## src/lkx_pkg.sv

```systemverilog
// Shared types and constants for the LCG keystream XOR cipher.
// Used by the controller, the datapath, the top level and the checker.
`timescale 1ns / 1ps

package lkx_pkg;

  // Generator word and divider sizing
  localparam int unsigned WordW    = 32;
  localparam int unsigned DivSteps = WordW;
  localparam int unsigned CntW     = $clog2(DivSteps);

  // Configuration port sizing: four 32-bit registers at byte address 4*i
  localparam int unsigned RegIdxW = 2;
  localparam int unsigned AddrW   = RegIdxW + 2;

  // Register indexes
  localparam logic [RegIdxW-1:0] REG_SEED       = 2'd0;
  localparam logic [RegIdxW-1:0] REG_MULTIPLIER = 2'd1;
  localparam logic [RegIdxW-1:0] REG_INCREMENT  = 2'd2;
  localparam logic [RegIdxW-1:0] REG_MODULUS    = 2'd3;

  // Reset values
  localparam logic [WordW-1:0] SEED_RST       = 32'd12345;
  localparam logic [WordW-1:0] MULTIPLIER_RST = 32'd1664525;
  localparam logic [WordW-1:0] INCREMENT_RST  = 32'd1013904223;
  localparam logic [WordW-1:0] MODULUS_RST    = 32'hFFFF_FFFF;

  // Transaction payloads
  typedef struct packed {
    logic [7:0] data_byte;
    logic       is_last;
  } lkx_in_t;

  typedef struct packed {
    logic [7:0] out_byte;
    logic       out_last;
  } lkx_out_t;

  // Register write request from the bus decode
  typedef struct packed {
    logic               we;
    logic [RegIdxW-1:0] idx;
    logic [WordW-1:0]   wdata;
  } lkx_cfg_t;

  // Controller to datapath commands
  typedef struct packed {
    logic load;    // capture input transaction
    logic mul;     // multiplier * state
    logic add;     // + increment, start division
    logic step;    // one restoring remainder step
    logic commit;  // update state, load output register
  } lkx_cmd_t;

  // Datapath to controller status
  typedef struct packed {
    logic div_done;
  } lkx_sts_t;

endpackage

```

## src/lkx_ctrl.sv

```systemverilog
// Sequencing state machine and output valid for the LCG cipher.
// Depends on lkx_pkg; drives commands to lkx_dpath.
`timescale 1ns / 1ps

module lkx_ctrl (
  input  logic              clk_i,
  input  logic              rst_ni,
  input  logic              in_valid_i,
  output logic              in_stall_o,
  output logic              out_valid_o,
  input  logic              out_stall_i,
  input  lkx_pkg::lkx_sts_t sts_i,
  output lkx_pkg::lkx_cmd_t cmd_o
);

  localparam logic [2:0] S_IDLE = 3'd0;
  localparam logic [2:0] S_MUL  = 3'd1;
  localparam logic [2:0] S_ADD  = 3'd2;
  localparam logic [2:0] S_DIV  = 3'd3;
  localparam logic [2:0] S_DONE = 3'd4;

  logic [2:0] state_q, state_d;
  logic       out_vld_q, out_vld_d;
  logic       can_commit;

  // Output register is free when empty or being drained this cycle
  assign can_commit = !out_vld_q || !out_stall_i;

  // Next state and commands
  always_comb begin
    state_d = state_q;
    cmd_o   = '0;
    case (state_q)
      S_IDLE: begin
        if (in_valid_i) begin
          cmd_o.load = 1'b1;
          state_d    = S_MUL;
        end
      end
      S_MUL: begin
        cmd_o.mul = 1'b1;
        state_d   = S_ADD;
      end
      S_ADD: begin
        cmd_o.add = 1'b1;
        state_d   = S_DIV;
      end
      S_DIV: begin
        cmd_o.step = 1'b1;
        if (sts_i.div_done) begin
          state_d = S_DONE;
        end
      end
      S_DONE: begin
        if (can_commit) begin
          cmd_o.commit = 1'b1;
          state_d      = S_IDLE;
        end
      end
      default: begin
        state_d = S_IDLE;
      end
    endcase
  end

  assign out_vld_d = cmd_o.commit | (out_vld_q & out_stall_i);

  always_ff @(posedge clk_i or negedge rst_ni) begin
    if (!rst_ni) begin
      state_q   <= S_IDLE;
      out_vld_q <= 1'b0;
    end else begin
      state_q   <= state_d;
      out_vld_q <= out_vld_d;
    end
  end

  assign in_stall_o  = (state_q != S_IDLE);
  assign out_valid_o = out_vld_q;

endmodule

```

## src/lkx_dpath.sv

```systemverilog
// Datapath of the LCG cipher: configuration registers, generator state,
// multiply-add and restoring remainder unit. Depends on lkx_pkg.
`timescale 1ns / 1ps

module lkx_dpath (
  input  logic                      clk_i,
  input  logic                      rst_ni,
  input  lkx_pkg::lkx_cmd_t         cmd_i,
  output lkx_pkg::lkx_sts_t         sts_o,
  input  lkx_pkg::lkx_in_t          in_data_i,
  output lkx_pkg::lkx_out_t         out_data_o,
  input  lkx_pkg::lkx_cfg_t         cfg_i,
  input  logic [lkx_pkg::RegIdxW-1:0] rd_idx_i,
  output logic [lkx_pkg::WordW-1:0] rd_data_o
);

  localparam int unsigned W = lkx_pkg::WordW;

  logic [W-1:0] seed_q, mult_q, incr_q, mod_q, gen_q;
  lkx_pkg::lkx_in_t  in_q;
  lkx_pkg::lkx_out_t out_q;
  logic [W-1:0] prod_q, dvd_q, rem_q;
  logic [lkx_pkg::CntW-1:0] cnt_q;
  logic [W+1:0] trial;

  // Configuration registers and generator state
  always_ff @(posedge clk_i or negedge rst_ni) begin
    if (!rst_ni) begin
      seed_q <= lkx_pkg::SEED_RST;
      mult_q <= lkx_pkg::MULTIPLIER_RST;
      incr_q <= lkx_pkg::INCREMENT_RST;
      mod_q  <= lkx_pkg::MODULUS_RST;
      gen_q  <= lkx_pkg::SEED_RST;
    end else begin
      if (cfg_i.we) begin
        case (cfg_i.idx)
          lkx_pkg::REG_SEED: begin
            seed_q <= cfg_i.wdata;
            gen_q  <= cfg_i.wdata;
          end
          lkx_pkg::REG_MULTIPLIER: mult_q <= cfg_i.wdata;
          lkx_pkg::REG_INCREMENT:  incr_q <= cfg_i.wdata;
          lkx_pkg::REG_MODULUS: begin
            // a zero modulus is refused
            if (cfg_i.wdata != '0) begin
              mod_q <= cfg_i.wdata;
            end
          end
          default: ;
        endcase
      end
      if (cmd_i.commit) begin
        gen_q <= rem_q;
      end
    end
  end

  // Register readback
  always_comb begin
    case (rd_idx_i)
      lkx_pkg::REG_SEED:       rd_data_o = seed_q;
      lkx_pkg::REG_MULTIPLIER: rd_data_o = mult_q;
      lkx_pkg::REG_INCREMENT:  rd_data_o = incr_q;
      lkx_pkg::REG_MODULUS:    rd_data_o = mod_q;
      default:                 rd_data_o = '0;
    endcase
  end

  // Restoring step: shift next dividend bit into the partial remainder
  assign trial = {1'b0, rem_q, dvd_q[W-1]} - {2'b00, mod_q};

  // Arithmetic pipeline registers (payload, no reset)
  always_ff @(posedge clk_i) begin
    if (cmd_i.load) begin
      in_q <= in_data_i;
    end
    if (cmd_i.mul) begin
      prod_q <= mult_q * gen_q;  // low word only, mod 2^32
    end
    if (cmd_i.add) begin
      dvd_q <= prod_q + incr_q;
      rem_q <= '0;
      cnt_q <= '0;
    end
    if (cmd_i.step) begin
      dvd_q <= {dvd_q[W-2:0], 1'b0};
      cnt_q <= cnt_q + 1'b1;
      if (trial[W+1]) begin
        rem_q <= {rem_q[W-2:0], dvd_q[W-1]};
      end else begin
        rem_q <= trial[W-1:0];
      end
    end
    if (cmd_i.commit) begin
      out_q.out_byte <= in_q.data_byte ^ rem_q[7:0];
      out_q.out_last <= in_q.is_last;
    end
  end

  assign sts_o.div_done = (cnt_q == lkx_pkg::CntW'(lkx_pkg::DivSteps - 1));
  assign out_data_o     = out_q;

endmodule

```

## src/lcg_keystream_xor_cipher.sv

```systemverilog
// Top level of the LCG keystream XOR cipher: bus decode plus controller
// and datapath. Depends on lkx_pkg, lkx_ctrl and lkx_dpath.
`timescale 1ns / 1ps

// Each accepted byte is XORed with the low byte of the next LCG state,
// state = ((multiplier * state + increment) mod 2^32) mod modulus. One byte
// is processed at a time: after the input transaction the block runs a
// multiply step, an add step, the restoring remainder unit (one step per
// dividend bit) and a commit step, and the next byte can be taken in the
// cycle after the commit. The output register holds a finished result
// while the next byte is worked on; commit waits only if that register is
// still full. Registers sit at byte addresses 0 seed, 4 multiplier,
// 8 increment, 12 modulus; writing the seed also reloads the generator
// state and a zero modulus write is ignored.
// Registers are to be written only while no byte is in flight.
module lcg_keystream_xor_cipher (
  input  logic                      clk_i,
  input  logic                      rst_ni,
  input  logic                      in_valid_i,
  output logic                      in_stall_o,
  input  lkx_pkg::lkx_in_t          in_data_i,
  output logic                      out_valid_o,
  input  logic                      out_stall_i,
  output lkx_pkg::lkx_out_t         out_data_o,
  input  logic                      psel,
  input  logic                      penable,
  input  logic                      pwrite,
  input  logic [lkx_pkg::AddrW-1:0] paddr,
  input  logic [lkx_pkg::WordW-1:0] pwdata,
  output logic [lkx_pkg::WordW-1:0] prdata,
  output logic                      pready
);

  lkx_pkg::lkx_cmd_t cmd;
  lkx_pkg::lkx_sts_t sts;
  lkx_pkg::lkx_cfg_t cfg;

  // Bus write decode, register index from word address
  assign pready    = 1'b1;
  assign cfg.we    = psel & penable & pwrite & pready;
  assign cfg.idx   = paddr[lkx_pkg::AddrW-1:2];
  assign cfg.wdata = pwdata;

  lkx_ctrl u_ctrl (
    .clk_i       (clk_i),
    .rst_ni      (rst_ni),
    .in_valid_i  (in_valid_i),
    .in_stall_o  (in_stall_o),
    .out_valid_o (out_valid_o),
    .out_stall_i (out_stall_i),
    .sts_i       (sts),
    .cmd_o       (cmd)
  );

  lkx_dpath u_dpath (
    .clk_i      (clk_i),
    .rst_ni     (rst_ni),
    .cmd_i      (cmd),
    .sts_o      (sts),
    .in_data_i  (in_data_i),
    .out_data_o (out_data_o),
    .cfg_i      (cfg),
    .rd_idx_i   (paddr[lkx_pkg::AddrW-1:2]),
    .rd_data_o  (prdata)
  );

endmodule

```

## config.mk

```make
export PLATFORM = sky130hd
export DESIGN_NAME = lcg_keystream_xor_cipher
export DESIGN_NICKNAME = d
export VERILOG_FILES = /design/src/lkx_pkg.sv /design/src/lkx_ctrl.sv /design/src/lkx_dpath.sv /design/src/lcg_keystream_xor_cipher.sv
export SDC_FILE = /design/constraint.sdc
export NUM_CORES = 2
export LEC_CHECK = 0
export ABC_AREA = 1
export BUFFER_PORTS_ARGS = -buffer_cell sky130_fd_sc_hd__buf_2
export CORE_UTILIZATION = 52
export DETAILED_ROUTE_END_ITERATION = 8
export GPL_ROUTABILITY_DRIVEN = 0
export PLACE_DENSITY_LB_ADDON = 0.15
export SLEW_MARGIN = 20
export SYNTH_ARGS = -nofsm -noshare
export SYNTH_HDL_FRONTEND = slang
export SYNTH_SLANG_ARGS = --single-unit
```

## constraint.sdc

```tcl
create_clock -name clk_i -period 9.7 [get_ports clk_i]
set_input_delay 0.97 -clock clk_i [delete_from_list [all_inputs] [get_ports clk_i]]
set_output_delay 0.97 -clock clk_i [all_outputs]
set_load 0.02 [all_outputs]
```

==> results.sh <==
export IMPL_run_status="completed"
export IMPL_cp_data_arrival_time_ns=7.78
export IMPL_fin_util_pct=56.2
export IMPL_clockBufferDepth=3
export IMPL_seq_area_frac_synth_pct=24.2
export IMPL_fin_crit_sh_pct=75.8
export IMPL_cts_root_buf="clkbuf_16"
export IMPL_overflow=0
export IMPL_fp_dieArea_mm2=0.0627
export IMPL_fin_setup_tns_ns=0
export IMPL_critical_path_class="flip-flop to flip-flop"
export IMPL_dp_cells=4772
export IMPL_ys_seq_elements=283
export IMPL_first_iter_violations=2216
export IMPL_worstSetupEndpointType="flip-flop"
export IMPL_via_per_inst=5.32
export IMPL_route_detailed_drc=0
export IMPL_ios=96
export IMPL_fillerInstances=5601
export IMPL_rsz0062_at_grt="no"
export IMPL_vias=25700
export IMPL_cts_resized=0
export IMPL_cts_tree="yes"
export IMPL_setup_viol=0
export IMPL_clkTransAtPathRegs_ns=0.07
export IMPL_grt_pass1_vias=25862
export IMPL_synth_ff_type="edfxtp_1"
export IMPL_seqCellArea_mm2=0.00776
export IMPL_place_hpwl_mm=68.9
export IMPL_yosys_warnings=0
export IMPL_slew_headroom_pct=33.4
export IMPL_drive_gt1_share_pct=7.44
export IMPL_rows=90
export IMPL_grt_pass1_wl_mm=144
export IMPL_cts_hold_buf=0
export IMPL_final_nets=4672
export IMPL_final_common_cell="nand2_1"
export IMPL_h_tree_depth=1
export IMPL_start_util_pct=52.8
export IMPL_synth_edf_count=118
export IMPL_core_area_mm2=0.0607
export IMPL_worst_slew_pin_slew_ns=1.00
export IMPL_grt_max_degree=112
export IMPL_multiInputGateArea_mm2=0.0201
export IMPL_syn_area_mm2=0.0321
export IMPL_fin_crit_ns=7.36
export IMPL_syn_inst=4044
export IMPL_die_y_um=250
export IMPL_hp_class="flip-flop to flip-flop"
export IMPL_finalHoldViolations=0
export IMPL_die_w_um=250
export IMPL_drt_pass1_iter_count=6
export IMPL_wire_per_inst_um=18.5
export IMPL_fin_worst_skew_ns=0.0194
export IMPL_antenna_found_initial=0
export IMPL_cts_setup_buffers=0
export IMPL_clk_latency_ns=0.58
export IMPL_syn_area_per_cell_um2=7.93
export IMPL_startpoint_type="flip-flop"
export IMPL_async_flop_share_pct=58.0
export IMPL_grt_total_usage_pct=29.4
export IMPL_mostFrequentLayoutCells="nand2_1, inv_1, fa_1"
export IMPL_numCtsBuffers=29
export IMPL_path_max_fanout=30
export IMPL_max_freq_ghz=0.136
export IMPL_ant_nets=0
export IMPL_n_antenna_cell=0
export IMPL_clkSinkCount=283
export IMPL_syn_nets=4694
export IMPL_synth_cell_type_count=57
export IMPL_cp_required_ns=10.12
export IMPL_drv_slew=0
export IMPL_holdWs_ns=0.417
export IMPL_areaGrowthSynthToFinish_pct=6.31
export IMPL_wl_mm=89.2
export IMPL_cap_violations=0
export IMPL_port_buffers=92
export IMPL_stdcell_count=4827
[metal layers]
metal  up-vias  routed length (um)  global-route usage, %
met5         -                   0                      0
met2       829               41600                   48.5
met4         0                2820                   8.87
li1      12211                   -                      -
met3       129                5380                   2.13
met1     12531               39400                   41.7
[stage by stage]
step	setup WS (ns)	instance area, um2
6_report	2.34	34100
5_1_grt	1.82	34100
4_1_cts	2.39	34100
3_5_place_dp	2.47	33100
3_3_place_gp	2.46	33100
2_1_floorplan	3.00	32100
[synth_stat cells (all sizes together), types with 2 or more instances]
| library cell | n | area, um2 |
|---|---|---|
| nand2 | 1201 | 4520 |
| inv | 930 | 3490 |
| fa | 410 | 8210 |
| o21ai | 238 | 1200 |
| ha | 188 | 2350 |
| a21oi | 144 | 732 |
| clkbuf | 119 | 447 |
| edfxtp | 118 | 3540 |
| nor2 | 117 | 452 |
| dfrtp | 89 | 2230 |
| nand3 | 79 | 410 |
| dfstp | 75 | 1970 |
| buf | 62 | 310 |
| xor2 | 44 | 393 |
| xnor2 | 36 | 315 |
| o2111ai | 31 | 272 |
| o311ai | 29 | 254 |
| nor3 | 25 | 151 |
| a21o | 16 | 120 |
| o21bai | 15 | 120 |
| nand4 | 12 | 75.1 |
| nor4 | 10 | 62.6 |
| nand3b | 8 | 60.1 |
| o211ai | 7 | 62.6 |
| or2 | 7 | 43.8 |
| a31oi | 6 | 37.5 |
| o21a | 5 | 37.5 |
| o221ai | 5 | 43.8 |
| a21boi | 4 | 37.5 |
| a211oi | 3 | 22.5 |
| a32o | 3 | 30.0 |
| o31ai | 2 | 15.0 |
[path summary, 6_finish.rpt]
| check | from | endpoint | slack [ns] | depth (start not counted) |
|---|---|---|---|---|
| worst max-delay path | u_dpath.gen_q[3] | u_dpath.prod_q[29] | 2.34 | 24 |
| worst min-delay path | u_dpath.in_q[0] | u_dpath.out_data_o[0] | 0.42 | 0 |
| worst max register to register | u_dpath.gen_q[3] | u_dpath.prod_q[29] | 2.34 | 24 |
| worst min register to register | u_dpath.in_q[0] | u_dpath.out_data_o[0] | 0.42 | 0 |
| max in group asynchronous | rst_ni | u_dpath.seed_q[18] | 7.91 | 2 |
| min in group asynchronous | rst_ni | u_dpath.gen_q[26] | 0.54 | 1 |
[critical path, stage by stage, from the launching register on]
cell	delay [ns]
dfstp_2	1.08
nand2_1	0.10
inv_1	0.11
fa_1	0.41
inv_1	0.08
fa_1	0.43
fa_1	0.49
fa_1	0.56
inv_1	0.06
fa_1	0.50
inv_1	0.05
fa_1	0.54
inv_1	0.05
fa_1	0.52
fa_1	0.44
ha_1	0.38
nand2_1	0.12
nor4_1	0.40
nand4_1	0.15
nand3_1	0.23
nand2_1	0.08
nand2_1	0.09
nand2_1	0.06
nand2_1	0.07
xor2_1	0.17
[cell families (layout without fill, tap and decap cells)]
group	Yosys count	after routing	share of synthesized area, %
AO/OA/AOI/OAI	510	510	9.36
buffers and inverters	1112	1113	13.3
AND/OR/NAND/NOR	1460	1460	18.0
XOR/XNOR	80	80	2.21
flip-flops	283	283	24.2
adder cells (fa/ha/maj)	598	598	32.9
other	1	1	0.0117
[layout make-up]
class	instances	area share, %
Sequential cell	283	22.8
Multi-Input combinational cell	2649	59.0
Timing Repair Buffer	128	2.23
Clock inverter	13	0.330
Tap cell	782	2.87
Clock buffer	41	2.59
Inverter	931	10.3
[registers in the layout, indices dropped and copies added (netlist names), 32 cells and up]
signal	cells
u_dpath.dvd_q	32
u_dpath.gen_q	32
u_dpath.incr_q	32
u_dpath.mod_q	32
u_dpath.mult_q	32
u_dpath.prod_q	32
u_dpath.rem_q	32
u_dpath.seed_q	32
Power is left out: the tool's default activity adds up to more than one toggle a clock period on the data nets, which glitch-free logic cannot reach.
